<file path="config.mk">
export PLATFORM = sky130hd
export DESIGN_NAME = nmea_position_extractor
export DESIGN_NICKNAME = d
export VERILOG_FILES = /design/src/rtl/core/npe_pkg.sv /design/src/rtl/core/npe_front.sv /design/src/rtl/core/npe_queue.sv /design/src/rtl/core/npe_back.sv /design/src/rtl/core/nmea_position_extractor.sv
export SDC_FILE = /design/constraint.sdc
export NUM_CORES = 2
export LEC_CHECK = 0
export ABC_AREA = 0
export BUFFER_PORTS_ARGS = -buffer_cell sky130_fd_sc_hd__buf_2
export CORE_UTILIZATION = 57
export CTS_CLUSTER_SIZE = 12
export DETAILED_ROUTE_END_ITERATION = 10
export PLACE_DENSITY = 0.76
export SETUP_SLACK_MARGIN = 0.05
export SYNTH_ARGS = -nofsm -noshare
export SYNTH_HDL_FRONTEND = slang
export SYNTH_SLANG_ARGS = --single-unit
</file>
<file path="constraint.sdc">
create_clock -name clk -period 13.9 [get_ports clk]
set_clock_uncertainty 0.15 [all_clocks]
set_input_delay 2.78 -clock clk [delete_from_list [all_inputs] [get_ports clk]]
set_output_delay 2.78 -clock clk [all_outputs]
set_load 0.02 [all_outputs]
</file>
<file path="src/rtl/core/npe_pkg.sv">
// Shared types and constants for the NMEA position extractor.
// Used by the front parser, the command queue, the back scaler and the top level.
package npe_pkg;

	// digits of the integer part (ddmm or dddmm) held as a binary value
	localparam int INT_W = 15;
	// minute fraction held in units of 1e-7 minute, always below 1e7
	localparam int FRAC_W = 24;

	// command queue between the parser and the scaler
	localparam int QUEUE_DEPTH = 4;
	localparam int QUEUE_AW = $clog2(QUEUE_DEPTH);

	// one command word from the parser to the scaler
	typedef struct packed {
		logic              wr_lat;      // a latitude field closed
		logic              wr_lon;      // a longitude field closed
		logic              emit;        // a good sentence ended, give a result
		logic              kind;        // 1 for RMC, 0 for GGA
		logic [3:0]        hemi;        // lat set, lat south, lon set, lon west
		logic              zero;        // closing field empty, not numeric or too large
		logic [INT_W-1:0]  int_digits;  // integer part of the closing field
		logic [FRAC_W-1:0] frac;        // minute fraction in 1e-7 minute
	} npe_cmd_t;

endpackage

</file>
<file path="src/rtl/core/npe_front.sv">
// Byte parser: sentence framing, tag match, field decode and hemisphere tracking.
// Depends on npe_pkg; issues command words to the queue when a field closes.
module npe_front import npe_pkg::*; #(
	parameter int MINUTE_FRACTION_DIGITS = 5
) (
	input  logic     clk,
	input  logic     arst_n,
	input  logic     take,
	input  logic [7:0] rx_byte,
	output logic     push,
	output npe_cmd_t push_word
);

	localparam int CNT_W = $clog2(MINUTE_FRACTION_DIGITS + 1);

	// characters of interest
	localparam logic [7:0] CH_DOLLAR = 8'h24;
	localparam logic [7:0] CH_CR     = 8'h0D;
	localparam logic [7:0] CH_LF     = 8'h0A;
	localparam logic [7:0] CH_COMMA  = 8'h2C;
	localparam logic [7:0] CH_DOT    = 8'h2E;
	localparam logic [7:0] CH_ZERO   = 8'h30;
	localparam logic [7:0] CH_NINE   = 8'h39;
	localparam logic [7:0] CH_A      = 8'h41;
	localparam logic [7:0] CH_C      = 8'h43;
	localparam logic [7:0] CH_G      = 8'h47;
	localparam logic [7:0] CH_M      = 8'h4D;
	localparam logic [7:0] CH_P      = 8'h50;
	localparam logic [7:0] CH_R      = 8'h52;
	localparam logic [7:0] CH_S      = 8'h53;
	localparam logic [7:0] CH_W      = 8'h57;

	// tag match progress through the first field
	localparam logic [3:0] TAG_DOLLAR = 4'd1;
	localparam logic [3:0] TAG_G      = 4'd2;
	localparam logic [3:0] TAG_GP     = 4'd3;
	localparam logic [3:0] TAG_GPG    = 4'd4;
	localparam logic [3:0] TAG_GPGG   = 4'd5;
	localparam logic [3:0] TAG_GGA    = 4'd6;
	localparam logic [3:0] TAG_GPR    = 4'd7;
	localparam logic [3:0] TAG_GPRM   = 4'd8;
	localparam logic [3:0] TAG_RMC    = 4'd9;
	localparam logic [3:0] TAG_BAD    = 4'd15;

	localparam logic [3:0] FIELD_LAST = 4'd15;
	localparam logic [3:0] FIELD_MIN  = 4'd5;

	typedef struct packed {
		logic [3:0]        field;
		logic [3:0]        tag;
		logic [INT_W-1:0]  int_digits;
		logic [FRAC_W-1:0] frac;
		logic [CNT_W-1:0]  cnt;
		logic [2:0]        flags;   // not empty, bad, dot seen
		logic [3:0]        hemi;
	} fe_state_t;

	fe_state_t state_q;
	logic      in_sentence_q;
	logic      saw_cr_q;

	fe_state_t st_cr;
	fe_state_t st_nx;
	fe_state_t closing_st;
	logic      in_sentence_d;
	logic      saw_cr_d;
	logic      close_now;
	logic      emit_now;
	logic [3:0] close_base;

	// weight of a fraction digit in units of 1e-7 minute
	function automatic logic [19:0] place_weight(input logic [CNT_W-1:0] cnt);
		logic [19:0] w;
		case (3'(cnt))
			3'd0: w = 20'd1000000;
			3'd1: w = 20'd100000;
			3'd2: w = 20'd10000;
			3'd3: w = 20'd1000;
			3'd4: w = 20'd100;
			3'd5: w = 20'd10;
			default: w = 20'd1;
		endcase
		return w;
	endfunction

	function automatic logic [3:0] base_of(input logic [3:0] tag);
		return (tag == TAG_RMC) ? 4'd3 : 4'd2;
	endfunction

	function automatic logic [3:0] tag_next(input logic [3:0] t, input logic [7:0] c);
		logic [3:0] n;
		n = TAG_BAD;
		case (t)
			TAG_DOLLAR: if (c == CH_G) n = TAG_G;
			TAG_G:      if (c == CH_P) n = TAG_GP;
			TAG_GP: begin
				if (c == CH_G) n = TAG_GPG;
				else if (c == CH_R) n = TAG_GPR;
			end
			TAG_GPG:    if (c == CH_G) n = TAG_GPGG;
			TAG_GPGG:   if (c == CH_A) n = TAG_GGA;
			TAG_GPR:    if (c == CH_M) n = TAG_GPRM;
			TAG_GPRM:   if (c == CH_C) n = TAG_RMC;
			default:    n = TAG_BAD;
		endcase
		return n;
	endfunction

	// hemisphere flags once the current field is closed
	function automatic logic [3:0] hemi_closed(input fe_state_t st);
		logic [3:0] r;
		logic [3:0] base;
		logic       neg;
		r = st.hemi;
		base = base_of(st.tag);
		neg = st.flags[0] && !st.flags[1];
		if (st.field == base + 4'd1) r[1:0] = {neg, st.flags[0]};
		else if (st.field == base + 4'd3) r[3:2] = {neg, st.flags[0]};
		return r;
	endfunction

	// one ordinary character into the current field
	function automatic fe_state_t take_char(input fe_state_t st, input logic [7:0] c);
		fe_state_t   r;
		logic [3:0]  base;
		logic [3:0]  d;
		logic [18:0] v;
		r = st;
		base = base_of(st.tag);
		d = c[3:0];
		v = 19'(st.int_digits) * 19'd10 + 19'(d);
		if (st.field == 4'd0) begin
			r.tag = tag_next(st.tag, c);
		end else if (st.field == base || st.field == base + 4'd2) begin
			r.flags[0] = 1'b1;
			if (!st.flags[1]) begin
				if (c >= CH_ZERO && c <= CH_NINE) begin
					if (st.flags[2]) begin
						if (st.cnt < CNT_W'(MINUTE_FRACTION_DIGITS)) begin
							r.frac = st.frac + FRAC_W'(d) * FRAC_W'(place_weight(st.cnt));
							r.cnt = st.cnt + CNT_W'(1);
						end
					end else if (v > 19'd32767) begin
						r.flags[1] = 1'b1;
					end else begin
						r.int_digits = v[INT_W-1:0];
					end
				end else if (c == CH_DOT && !st.flags[2]) begin
					r.flags[2] = 1'b1;
				end else begin
					r.flags[1] = 1'b1;
				end
			end
		end else if (st.field == base + 4'd1 || st.field == base + 4'd3) begin
			if (st.flags[0] || (c != CH_S && c != CH_W)) r.flags[1] = 1'b1;
			r.flags[0] = 1'b1;
		end
		return r;
	endfunction

	// close the field on a comma and open the next one
	function automatic fe_state_t next_field(input fe_state_t st);
		fe_state_t r;
		r = st;
		r.hemi = hemi_closed(st);
		if (st.field != FIELD_LAST) r.field = st.field + 4'd1;
		r.int_digits = '0;
		r.frac = '0;
		r.cnt = '0;
		r.flags = '0;
		return r;
	endfunction

	// byte classification and next parser state
	always_comb begin
		st_cr = state_q;
		st_nx = state_q;
		closing_st = state_q;
		in_sentence_d = in_sentence_q;
		saw_cr_d = saw_cr_q;
		close_now = 1'b0;
		emit_now = 1'b0;
		if (!in_sentence_q) begin
			if (rx_byte == CH_DOLLAR) begin
				st_nx = '0;
				st_nx.tag = TAG_DOLLAR;
				in_sentence_d = 1'b1;
			end
		end else if (saw_cr_q && rx_byte == CH_LF) begin
			close_now = 1'b1;
			emit_now = (state_q.tag == TAG_GGA || state_q.tag == TAG_RMC) &&
				(state_q.field >= FIELD_MIN);
			st_nx.hemi = hemi_closed(state_q);
			in_sentence_d = 1'b0;
			saw_cr_d = 1'b0;
		end else begin
			// a lone carriage return is an ordinary character
			if (saw_cr_q) st_cr = take_char(state_q, CH_CR);
			closing_st = st_cr;
			if (rx_byte == CH_CR) begin
				saw_cr_d = 1'b1;
				st_nx = st_cr;
			end else begin
				saw_cr_d = 1'b0;
				if (rx_byte == CH_COMMA) begin
					close_now = 1'b1;
					st_nx = next_field(st_cr);
				end else begin
					st_nx = take_char(st_cr, rx_byte);
				end
			end
		end
	end

	// command word for the scaler
	always_comb begin
		close_base = base_of(closing_st.tag);
		push_word.wr_lat = close_now && closing_st.field == close_base;
		push_word.wr_lon = close_now && closing_st.field == close_base + 4'd2;
		push_word.emit = emit_now;
		push_word.kind = closing_st.tag == TAG_RMC;
		push_word.hemi = hemi_closed(closing_st);
		push_word.zero = !closing_st.flags[0] || closing_st.flags[1];
		push_word.int_digits = closing_st.int_digits;
		push_word.frac = closing_st.frac;
	end

	assign push = take && (push_word.wr_lat || push_word.wr_lon || push_word.emit);

	// parser state
	always_ff @(posedge clk or negedge arst_n) begin
		if (!arst_n) begin
			state_q <= '0;
			in_sentence_q <= 1'b0;
			saw_cr_q <= 1'b0;
		end else if (take) begin
			state_q <= st_nx;
			in_sentence_q <= in_sentence_d;
			saw_cr_q <= saw_cr_d;
		end
	end

endmodule

</file>
<file path="src/rtl/core/npe_queue.sv">
// Short command queue between the parser and the scaler.
// Depends on npe_pkg for the command word and the queue depth.
module npe_queue import npe_pkg::*; (
	input  logic     clk,
	input  logic     arst_n,
	input  logic     push,
	input  npe_cmd_t push_word,
	input  logic     pop,
	output logic     full,
	output logic     empty,
	output npe_cmd_t head
);

	npe_cmd_t            slot_q [QUEUE_DEPTH];
	logic [QUEUE_AW-1:0] wr_ptr_q;
	logic [QUEUE_AW-1:0] rd_ptr_q;
	logic [QUEUE_AW:0]   count_q;

	assign full = count_q == (QUEUE_AW + 1)'(QUEUE_DEPTH);
	assign empty = count_q == '0;
	assign head = slot_q[rd_ptr_q];

	// storage
	always_ff @(posedge clk) begin
		if (push) slot_q[wr_ptr_q] <= push_word;
	end

	// pointers and fill level
	always_ff @(posedge clk or negedge arst_n) begin
		if (!arst_n) begin
			wr_ptr_q <= '0;
			rd_ptr_q <= '0;
			count_q <= '0;
		end else begin
			if (push) wr_ptr_q <= wr_ptr_q + QUEUE_AW'(1);
			if (pop) rd_ptr_q <= rd_ptr_q + QUEUE_AW'(1);
			if (push && !pop) count_q <= count_q + (QUEUE_AW + 1)'(1);
			else if (pop && !push) count_q <= count_q - (QUEUE_AW + 1)'(1);
		end
	end

endmodule

</file>
<file path="src/rtl/core/npe_back.sv">
// Scaler: turns ddmm.mmmm fields into 1e-7 degree and drives the result register.
// Depends on npe_pkg; four pipeline stages then the output register.
module npe_back import npe_pkg::*; (
	input  logic        clk,
	input  logic        arst_n,
	input  npe_cmd_t    head,
	input  logic        empty,
	output logic        pop,
	input  logic        out_ready,
	output logic        out_valid,
	output logic [30:0] latitude,
	output logic [31:0] longitude,
	output logic        sentence_kind
);

	// floor(i / 100) = (i * 20972) >> 21, exact for i below 32768
	localparam logic [INT_W-1:0] DIV100_MUL = 15'd20972;
	localparam int DIV100_SHIFT = 21;
	// floor(y / 15) = (y * 286331154) >> 32, exact for y below 2^28
	localparam logic [28:0] DIV15_MUL = 29'd286331154;
	localparam int DIV15_SHIFT = 32;
	localparam logic [31:0] DEG_SCALE = 32'd10000000;
	localparam logic [29:0] LAT_LIMIT = 30'd900000000;
	localparam logic [30:0] LON_LIMIT = 31'd1800000000;

	logic        advance;

	logic        valid_s1, valid_s2, valid_s3, valid_s4;
	npe_cmd_t    cmd_s1, cmd_s2, cmd_s3, cmd_s4;
	logic [8:0]  q100_s1;
	logic [6:0]  rem_s2;
	logic [31:0] deg_s2, deg_s3, deg_s4;
	logic [29:0] x_s3;
	logic [23:0] q60_s4;

	logic [29:0] prod100;
	logic [6:0]  rem_d;
	logic [29:0] x_d;
	logic [56:0] prod15;
	logic [32:0] mag;
	logic [29:0] lat_mag, lat_held_q, lat_cur;
	logic [30:0] lon_mag, lon_held_q, lon_cur;
	logic [30:0] lat_out;
	logic [31:0] lon_out;

	logic        out_valid_q;
	logic [30:0] latitude_q;
	logic [31:0] longitude_q;
	logic        kind_q;

	// the whole pipe moves unless a result is waiting and not taken
	assign advance = !out_valid_q || out_ready;
	assign pop = advance && !empty;

	// degrees and minutes split, minutes scaled to 1e-7 minute, then divided by 60
	always_comb begin
		prod100 = 30'(head.int_digits) * 30'(DIV100_MUL);
		rem_d = 7'(cmd_s1.int_digits - INT_W'(16'(q100_s1) * 16'd100));
		x_d = 30'(rem_s2) * 30'(DEG_SCALE) + 30'(cmd_s2.frac);
		prod15 = 57'(x_s3[29:2]) * 57'(DIV15_MUL);
	end

	// final sum, saturation and sign
	always_comb begin
		mag = 33'(deg_s4) + 33'(q60_s4);
		if (cmd_s4.zero) lat_mag = '0;
		else if (mag > 33'(LAT_LIMIT)) lat_mag = LAT_LIMIT;
		else lat_mag = mag[29:0];
		if (cmd_s4.zero) lon_mag = '0;
		else if (mag > 33'(LON_LIMIT)) lon_mag = LON_LIMIT;
		else lon_mag = mag[30:0];
		lat_cur = (valid_s4 && cmd_s4.wr_lat) ? lat_mag : lat_held_q;
		lon_cur = (valid_s4 && cmd_s4.wr_lon) ? lon_mag : lon_held_q;
		if (!cmd_s4.hemi[0]) lat_out = '0;
		else if (cmd_s4.hemi[1]) lat_out = 31'(0) - 31'(lat_cur);
		else lat_out = 31'(lat_cur);
		if (!cmd_s4.hemi[2]) lon_out = '0;
		else if (cmd_s4.hemi[3]) lon_out = 32'(0) - 32'(lon_cur);
		else lon_out = 32'(lon_cur);
	end

	// stage valids and result valid
	always_ff @(posedge clk or negedge arst_n) begin
		if (!arst_n) begin
			valid_s1 <= 1'b0;
			valid_s2 <= 1'b0;
			valid_s3 <= 1'b0;
			valid_s4 <= 1'b0;
			out_valid_q <= 1'b0;
		end else if (advance) begin
			valid_s1 <= !empty;
			valid_s2 <= valid_s1;
			valid_s3 <= valid_s2;
			valid_s4 <= valid_s3;
			out_valid_q <= valid_s4 && cmd_s4.emit;
		end
	end

	// stage payloads
	always_ff @(posedge clk) begin
		if (advance) begin
			cmd_s1 <= head;
			q100_s1 <= 9'(prod100 >> DIV100_SHIFT);
			cmd_s2 <= cmd_s1;
			rem_s2 <= rem_d;
			deg_s2 <= 32'(q100_s1) * DEG_SCALE;
			cmd_s3 <= cmd_s2;
			x_s3 <= x_d;
			deg_s3 <= deg_s2;
			cmd_s4 <= cmd_s3;
			q60_s4 <= 24'(prod15 >> DIV15_SHIFT);
			deg_s4 <= deg_s3;
		end
	end

	// held magnitudes and the result register
	always_ff @(posedge clk) begin
		if (advance && valid_s4) begin
			if (cmd_s4.wr_lat) lat_held_q <= lat_mag;
			if (cmd_s4.wr_lon) lon_held_q <= lon_mag;
			if (cmd_s4.emit) begin
				latitude_q <= lat_out;
				longitude_q <= lon_out;
				kind_q <= cmd_s4.kind;
			end
		end
	end

	assign out_valid = out_valid_q;
	assign latitude = latitude_q;
	assign longitude = longitude_q;
	assign sentence_kind = kind_q;

endmodule

</file>
<file path="src/rtl/core/nmea_position_extractor.sv">
// NMEA position extractor: takes one ASCII word per cycle, with no gaps needed,
// and gives latitude and longitude in 1e-7 degree for each $GPGGA or $GPRMC
// sentence with at least six fields. A result passes from the LF that ends its
// sentence through the command queue, the four scaler stages and the output
// register. The byte parser sustains one word per cycle; the four-word command
// queue lets it keep accepting while a result waits on the output, and in_ready
// falls only when that queue is full.
// Depends on npe_pkg, npe_front, npe_queue and npe_back.
module nmea_position_extractor import npe_pkg::*; #(
	parameter int MINUTE_FRACTION_DIGITS = 5
) (
	input  logic        clk,
	input  logic        arst_n,
	input  logic        in_valid,
	output logic        in_ready,
	input  logic [7:0]  rx_byte,
	output logic        out_valid,
	input  logic        out_ready,
	output logic [30:0] latitude,
	output logic [31:0] longitude,
	output logic        sentence_kind
);

	logic     take;
	logic     push;
	logic     pop;
	logic     q_full;
	logic     q_empty;
	npe_cmd_t push_word;
	npe_cmd_t head;

	// a word is taken whenever the queue has room
	assign in_ready = !q_full;
	assign take = in_valid && in_ready;

	npe_front #(
		.MINUTE_FRACTION_DIGITS(MINUTE_FRACTION_DIGITS)
	) u_front (
		.clk       (clk),
		.arst_n    (arst_n),
		.take      (take),
		.rx_byte   (rx_byte),
		.push      (push),
		.push_word (push_word)
	);

	npe_queue u_queue (
		.clk       (clk),
		.arst_n    (arst_n),
		.push      (push),
		.push_word (push_word),
		.pop       (pop),
		.full      (q_full),
		.empty     (q_empty),
		.head      (head)
	);

	npe_back u_back (
		.clk           (clk),
		.arst_n        (arst_n),
		.head          (head),
		.empty         (q_empty),
		.pop           (pop),
		.out_ready     (out_ready),
		.out_valid     (out_valid),
		.latitude      (latitude),
		.longitude     (longitude),
		.sentence_kind (sentence_kind)
	);

endmodule

</file>
# ---- Word-level counts from Yosys, hierarchy flattened
# Memories as Yosys holds them, arrays and structs flattened.
# Cells that the tools add are included.
dict set report totals {
  ff_bits 432
  ram_bits 192
  n_memories 1
  output_inout_bits 66
  inputBits 12
  rom_bits 0
  latchBits 0
}
# name words width read_ports rd_ports_with_merged_regs write_ports line_no
set mem_list {}
lappend mem_list {u_queue.slot_q 4 48 1 0 1 npe_queue.sv:14} ;# npe_cmd_t slot_q [QUEUE_DEPTH];
dict set report classes {
  addsub 22
  shifts 0
  bitwise 0
  n_mul 7
  magnitude_cmp 7
  n_eq_ne 47
  muxes 89
  n_reduce_logical 54
  n_div 0
}
# op n
set ops {}
lappend ops {{$mux 57} 8}
lappend ops {{$mux 20} 10}
lappend ops {{$mux 31} 4}
lappend ops {{$mux 30} 4}
lappend ops {{$pmux 20 s6} 1}
lappend ops {{$mux 53} 2}
lappend ops {{$mul 28x28->55 const B} 1}
lappend ops {{$mux 27} 2}
lappend ops {{$eq 8x7->1 const B} 6}
lappend ops {{$mux 45} 1}
lappend ops {{$eq 4x4->1} 11}
lappend ops {{$mux 44} 1}
lappend ops {{$mux 43} 1}
lappend ops {{$mux 42} 1}
lappend ops {{$mux 4} 10}
lappend ops {{$add 32x24->33} 1}
lappend ops {{$gt 33x30->1 const B} 1}
lappend ops {{$gt 33x31->1 const B} 1}
lappend ops {{$sub 1x31->32 const A} 1}
lappend ops {{$sub 1x30->31 const A} 1}
lappend ops {{$add 30x24->30} 1}
lappend ops {{$mux 15} 2}
lappend ops {{$mul 15x13->28 const B} 1}
lappend ops {{$mux 2} 14}
lappend ops {{44 further kinds} 140}

# ---- Longest topological paths before layout
dict set report logic_depth {
  word_depth 35
  depth_mapped 26
  ltp_nobuf 25
}

# ---- By module
# From an unflattened synthesis, not the netlist that was laid out.
dict set report hier_totals {
  cells_unflattened 4080
  area_unflattened_um2 46331.9
}
# module area_each_um2 instances seq_area_each_um2 cells_per_inst
set by_module_without_submodules {}
lappend by_module_without_submodules {npe_back 31091.1 1 10785.3 2855}
lappend by_module_without_submodules {npe_front 7855.0 1 1476.4 938}
lappend by_module_without_submodules {npe_queue 7375.8 1 5940.7 285}
lappend by_module_without_submodules {nmea_position_extractor 10.0 1 0.0 2}

# ---- Least setup slack after synthesis
# OpenSTA, ideal clock, no wires.
dict set report synth_timing {
  path_kind {in2reg}
  startpoint {input port out_ready}
  endpoint {register u_back.latitude_q[0], in the netlist u_back.latitude[0], enable pin}
  stages 4
  path_slack_ns 3.895
  setup_time_ns 0.430
  required_time_ns 13.320
  n_path_buf 1
  arrival_ns 9.425
  path_cell_list {nor2b_1 > clkbuf_1 > inv_1 > and3_1}
}
dict set report synth_via {
  elab_chain_cells 3
}
# item line_no
set synth_lines {}
lappend synth_lines {{start, declared} nmea_position_extractor.sv:18} ;# input logic out_ready,
lappend synth_lines {{$logic_or 1x1->1} npe_back.sv:52} ;# assign advance = !out_valid_q || out_ready;
lappend synth_lines {{via u_back.advance} npe_back.sv:26} ;# logic advance;
lappend synth_lines {{$logic_and 1x1->1} npe_back.sv:118} ;# if (advance && valid_s4) begin
lappend synth_lines {{$reduce_and 2->1 (no source line)} -}
lappend synth_lines {{end signal, assigned} npe_back.sv:122} ;# latitude_q <= lat_out;
lappend synth_lines {{end, declared} npe_back.sv:47} ;# logic [30:0] latitude_q;
# The timed path passes the listed nets, and every way through them passes these cells.
# A chain may end at the register's enable or synchronous reset.

# ---- Final worst setup path
dict set report layout_timing {
  startpoint {input port rx_byte[1]}
  endpoint {register u_front.state_q[33] (netlist bit)}
}
dict set report layout_via {
  elab_chain_cells 12
  word_cells_on_any_way 23
}
# item line_no
set layout_lines {}
lappend layout_lines {{start, declared} nmea_position_extractor.sv:16} ;# input logic [7:0] rx_byte,
lappend layout_lines {{$mul 4x20->24} npe_front.sv:140} ;# r.frac = st.frac + FRAC_W'(d) * FRAC_W'(place_weight(st.cnt));
lappend layout_lines {{$add 24x24->24} npe_front.sv:140}
lappend layout_lines {{$mux 27} npe_front.sv:139} ;# if (st.cnt < CNT_W'(MINUTE_FRACTION_DIGITS)) begin
lappend layout_lines {{$mux 27} npe_front.sv:138} ;# if (st.flags[2]) begin
lappend layout_lines {{$mux 42} npe_front.sv:137} ;# if (c >= CH_ZERO && c <= CH_NINE) begin
lappend layout_lines {{$mux 44} npe_front.sv:136} ;# if (!st.flags[1]) begin
lappend layout_lines {{$mux 43} npe_front.sv:134} ;# end else if (st.field == base || st.field == base + 4'd2) begin
lappend layout_lines {{$mux 45} npe_front.sv:132} ;# if (st.field == 4'd0) begin
lappend layout_lines {{$mux 57} npe_front.sv:205} ;# if (rx_byte == CH_COMMA) begin
lappend layout_lines {{$mux 57} npe_front.sv:200} ;# if (rx_byte == CH_CR) begin
lappend layout_lines {{$mux 53} npe_front.sv:189} ;# end else if (saw_cr_q && rx_byte == CH_LF) begin
lappend layout_lines {{$mux 57} npe_front.sv:183} ;# if (!in_sentence_q) begin
lappend layout_lines {{end signal, assigned} npe_front.sv:237} ;# state_q <= st_nx;
lappend layout_lines {{end, declared} npe_front.sv:58} ;# fe_state_t state_q;
# Parallel ways exist; a longest one is shown, timed or not. The select of a mux whose other input is x is not followed.

==> run_results.csv <==
group,metric,value,unit
route,routed-wl-met2,44770,µm
route,postRouteAntennaNets,0,
route,drtPass1Iterations,6,
global_routing,grt_max_degree,119,
critical_path,crit_path_max_fanout,20,
sta,setup_violations,0,
critical_path,start_kind,"input port",
sta,fin_crit_sh,58.74,%
route,drcViolationCount,0,
clock_tree,cts_tree,"built",
clock_tree,root_buffer,"clkbuf_16",
sta,maxSlewHeadroom,33.03,%
clock_tree,cts_setup_buffers,0,
place,portBuffers,77,
die,rows,103,
critical_path,cp-startpoint,"rx_byte[1]",
logic_synthesis,synth-seq-cells,610,
global_routing,antenna_found_initial,2,
sta,tightest_slew,995.4,ps
sta,max_freq,0.1225,GHz
sta,setup_slack,5735,ps
status,run_status,"finished, final reports clean",
route,route.met3.wl,4466,µm
global_routing,overflow,0,
critical_path,crit_path_end_kind,"flop",
critical_path,r2r_slack,5870,ps
logic_synthesis,yosysWarnings,0,
flow_run,max-cap-violations,0,
die,io_pins,78,
route,routed_wl,91720,µm
route,dr.first_iter.drc_count,2015,
clock_tree,cts_resized,0,
critical_path,cpMaxStageDelayCell,"fa_1",
worst_hold_path,worstHoldPathType,"reg2reg",
place,pre_cts_ws,5402,ps
die,die_area,0.08062,mm²
critical_path,critical_path_arrival,8530,ps
global_routing,grt.total_usage,23.13,%
critical_path,cp_common_cell,"fa_1",
sta,hold_viol,0,
critical_path,r2r_cells,26,
die,initial_core_util,57.45,%
critical_path,required,14270,ps
sta,rsz0062_at_grt,"false",
logic_synthesis,synthCells,3983,
logic_synthesis,synth_nets,4835,
global_routing,grt_pass1_wl,150600,µm
clock_tree,clk_pin_slew,70,ps
logic_synthesis,synthArstFlopShare,11.64,%
critical_path,cp-endpoint,"u_front.state_q[33]",
layout,syn2layout_area_growth,8.060,%
logic_synthesis,yosysUniqueCellTypes,103,
route,top_layer,"met4",
die,coreArea,0.07887,mm²
route,routedLengthMet1,39730,µm
critical_path,worst_path_largest_cell_delay,540,ps
logic_synthesis,syn_area,0.04531,mm²
route,vias,29325,
layout,antenna_cells,0,
critical_path,cpLargestDelayFamily,"adder cells",
logic_synthesis,avgSynthCellArea,11.38,µm²
die,die_x,283.9,µm
logic_synthesis,ys_dominant_reg_cell,"edfxtp_1",
layout,drive_gt1_share,8.319,%
critical_path,critical_path_class,"in2reg",
sta,finalCriticalPeriod,8165,ps
sta,tns,0,ps
critical_path,cp_num_buf_inv,3,
critical_path,r2r-start,"u_queue.rd_ptr_q[0]",
place,gp_congestion,0.9228,
clock_tree,cts.sinks,610,
clock_tree,hold_buffers,0,
die,die_y,283.9,µm
logic_synthesis,synth_edf_count,539,
clock_tree,htreeDepth,3,
place,dpl.hpwl,68810,µm
logic_synthesis,ys_seq_area_share,39.64,%
critical_path,worstPathCellList,"buf_2 -> nor2b_1 -> and2_1 -> fa_1 -> fa_1 -> inv_1 -> fa_1 -> inv_1 -> ha_1 -> a21boi_0 -> o21ai_0 -> a211oi_1 -> nor4_1 -> o31ai_1 -> nor4_1 -> nor3_1 -> a41o_1 -> o41a_1 -> xnor2_1 -> nand3b_1 -> o211ai_1",
clock_tree,clockBufferDepth,3,
critical_path,reg2reg_to,"u_back.q100_s1[8]",
global_routing,grt_pass1_vias,29632,
sta,finalMaxSlewViolations,0,
critical_path,cp.depth,21,
route,vias_per_cell,5.682,
layout,layout.nets,4917,
route,wl_per_cell,17.77,µm
clock_tree,cts_inserted_buffers,67,
clock_tree,insertion_delay,610,ps
-- flip-flops by register name, summed over array words and instances, names as in the netlist, 2 cells and up --
| register | cells |
|---|---|
| u_back.rem_s2 | 7 |
| u_back.deg_s3 | 25 |
| u_queue.slot_q | 184 |
| u_back.cmd_s2 | 31 |
| u_queue.count_q | 3 |
| u_back.lon_held_q | 31 |
| u_back.deg_s4 | 25 |
| u_back.cmd_s1 | 38 |
| u_queue.rd_ptr_q | 2 |
| u_back.lat_held_q | 30 |
| u_back.q100_s1 | 9 |
| u_back.latitude | 31 |
| u_back.deg_s2 | 25 |
| u_queue.wr_ptr_q | 2 |
| u_back.x_s3 | 28 |
| u_back.longitude | 32 |
| u_back.cmd_s4 | 9 |
| u_back.cmd_s3 | 9 |
| u_back.q60_s4 | 24 |
| u_front.state_q | 57 |
-- placed cells by master, fill, tap and decap left out, types with 9 or more instances in the layout --
| cell | n |
|---|---|
| o21bai_1 | 16 |
| buf_4 | 33 |
| nand2b_1 | 30 |
| o21a_1 | 27 |
| nor4_1 | 16 |
| inv_1 | 653 |
| mux4_2 | 46 |
| o211ai_1 | 14 |
| a31o_2 | 10 |
| dfrtp_1 | 69 |
| buf_2 | 76 |
| a21oi_1 | 154 |
| xnor2_1 | 140 |
| nor2b_1 | 45 |
| or2_2 | 22 |
| a22oi_1 | 18 |
| nand4_1 | 24 |
| a22o_1 | 18 |
| edfxtp_1 | 539 |
| fa_1 | 282 |
| or3_1 | 11 |
| xor2_1 | 50 |
| a21o_1 | 41 |
| clkinv_1 | 9 |
| o31ai_1 | 20 |
| ha_1 | 558 |
| a21boi_0 | 12 |
| mux2i_1 | 34 |
| nor3_1 | 76 |
| nor2_1 | 259 |
| a211oi_1 | 19 |
| clkbuf_1 | 21 |
| mux2_2 | 25 |
| clkbuf_16 | 69 |
| o21ai_0 | 129 |
| and3_1 | 38 |
| nand3_1 | 57 |
| nand2_1 | 191 |
| a31oi_1 | 18 |
| and2_1 | 48 |
-- worst min path at each step --
stage	start	end	slack (ps)	cells after the start
3_3_place_gp	u_back.deg_s2[23]	u_back.deg_s3[23]	250	0
4_1_cts	u_back.cmd_s2[6]	u_back.x_s3[6]	240	0
5_1_grt	u_back.cmd_s2[6]	u_back.x_s3[6]	260	0
2_1_floorplan	u_back.cmd_s1[10]	u_back.cmd_s2[10]	250	0
3_5_place_dp	u_back.cmd_s1[21]	u_back.cmd_s2[21]	250	0
6_report	u_back.cmd_s2[6]	u_back.x_s3[6]	250	0
-- cell type report --
| cell class | count | area [µm²] |
|---|---|---|
| multi-input cells | 2622 | 24520 |
| clock inverters | 25 | 269.0 |
| inverters | 655 | 2466 |
| fillers | 6230 | 29910 |
| well taps | 1050 | 1314 |
| clock buffers | 90 | 1805 |
| repair buffers | 109 | 628.1 |
| flip-flops and latches | 610 | 17960 |
-- cell usage after synthesis, types with 22 or more instances --
| cell | instances | area, µm² |
|---|---|---|
| o21a_1 | 27 | 202.7 |
| mux4_2 | 46 | 1036 |
| a21oi_1 | 154 | 770.7 |
| nor3_1 | 76 | 380.4 |
| ha_1 | 558 | 6982 |
| or2_2 | 22 | 137.6 |
| nor2_1 | 261 | 979.7 |
| nor2b_1 | 45 | 281.5 |
| xnor2_1 | 140 | 1226 |
| nand2b_1 | 30 | 187.7 |
| and3_1 | 39 | 244.0 |
| o21ai_0 | 129 | 645.6 |
| xor2_1 | 50 | 437.9 |
| nand2_1 | 191 | 716.9 |
| nand3_1 | 57 | 285.3 |
| inv_1 | 654 | 2455 |
| edfxtp_1 | 539 | 16190 |
| fa_1 | 282 | 5645 |
| nand4_1 | 24 | 150.1 |
| and2_1 | 52 | 325.3 |
| clkbuf_1 | 70 | 262.8 |
| dfrtp_1 | 71 | 1777 |
| a21o_1 | 41 | 307.8 |
| mux2i_1 | 34 | 340.3 |
| mux2_2 | 25 | 281.5 |
-- layer usage --
metal	GRT usage (%)	vias to the layer above
met4	7.689	0
li1	-	14061
met1	30.52	14303
met3	2.902	189
met2	39.55	772
met5	0	-
-- through the flow --
step | hold WS [ps] | util (%) | cell area, µm² | cells
floorplan | 250.3 | - | 45310 | 3983
global placement | 250.1 | 59.45 | 46890 | 5046
detailed placement | 254.5 | 59.45 | 46890 | 5046
CTS | 240.5 | 62.08 | 48960 | 5161
global route | 260.2 | 62.08 | 48960 | 5161
finish | 252.2 | 62.08 | 48960 | 5161
-- cell families (layout without fill, tap and decap cells) --
| family | after synthesis | in the layout | synth area share [%] |
|---|---|---|---|
| simple gates | 879 | 879 | 9.648 |
| fa+ha+maj | 840 | 840 | 27.87 |
| buf+inv | 751 | 879 | 6.299 |
| flops | 610 | 610 | 39.64 |
| compound gates | 606 | 606 | 9.140 |
| xor+xnor | 192 | 192 | 3.744 |
| mux | 105 | 105 | 3.659 |
-- worst reg2reg max path: stages (launching register included) --
cell,delay (ps)
dfrtp_2,460
buf_4,700
mux4_2,750
ha_1,350
inv_1,60
fa_1,500
inv_1,40
ha_1,280
ha_1,270
inv_1,50
fa_1,530
inv_1,40
ha_1,280
and3_1,180
a31o_2,250
a21o_1,180
a21oi_1,150
o21ai_0,110
a31oi_1,320
a211oi_1,170
nor3_1,380
o21ai_0,250
and4_1,250
a2111oi_0,620
o21bai_1,180
a21oi_1,210
xnor2_1,80
Power is left out: the tool's default activity adds up to more than one toggle a clock period on the data nets, which glitch-free logic cannot reach.
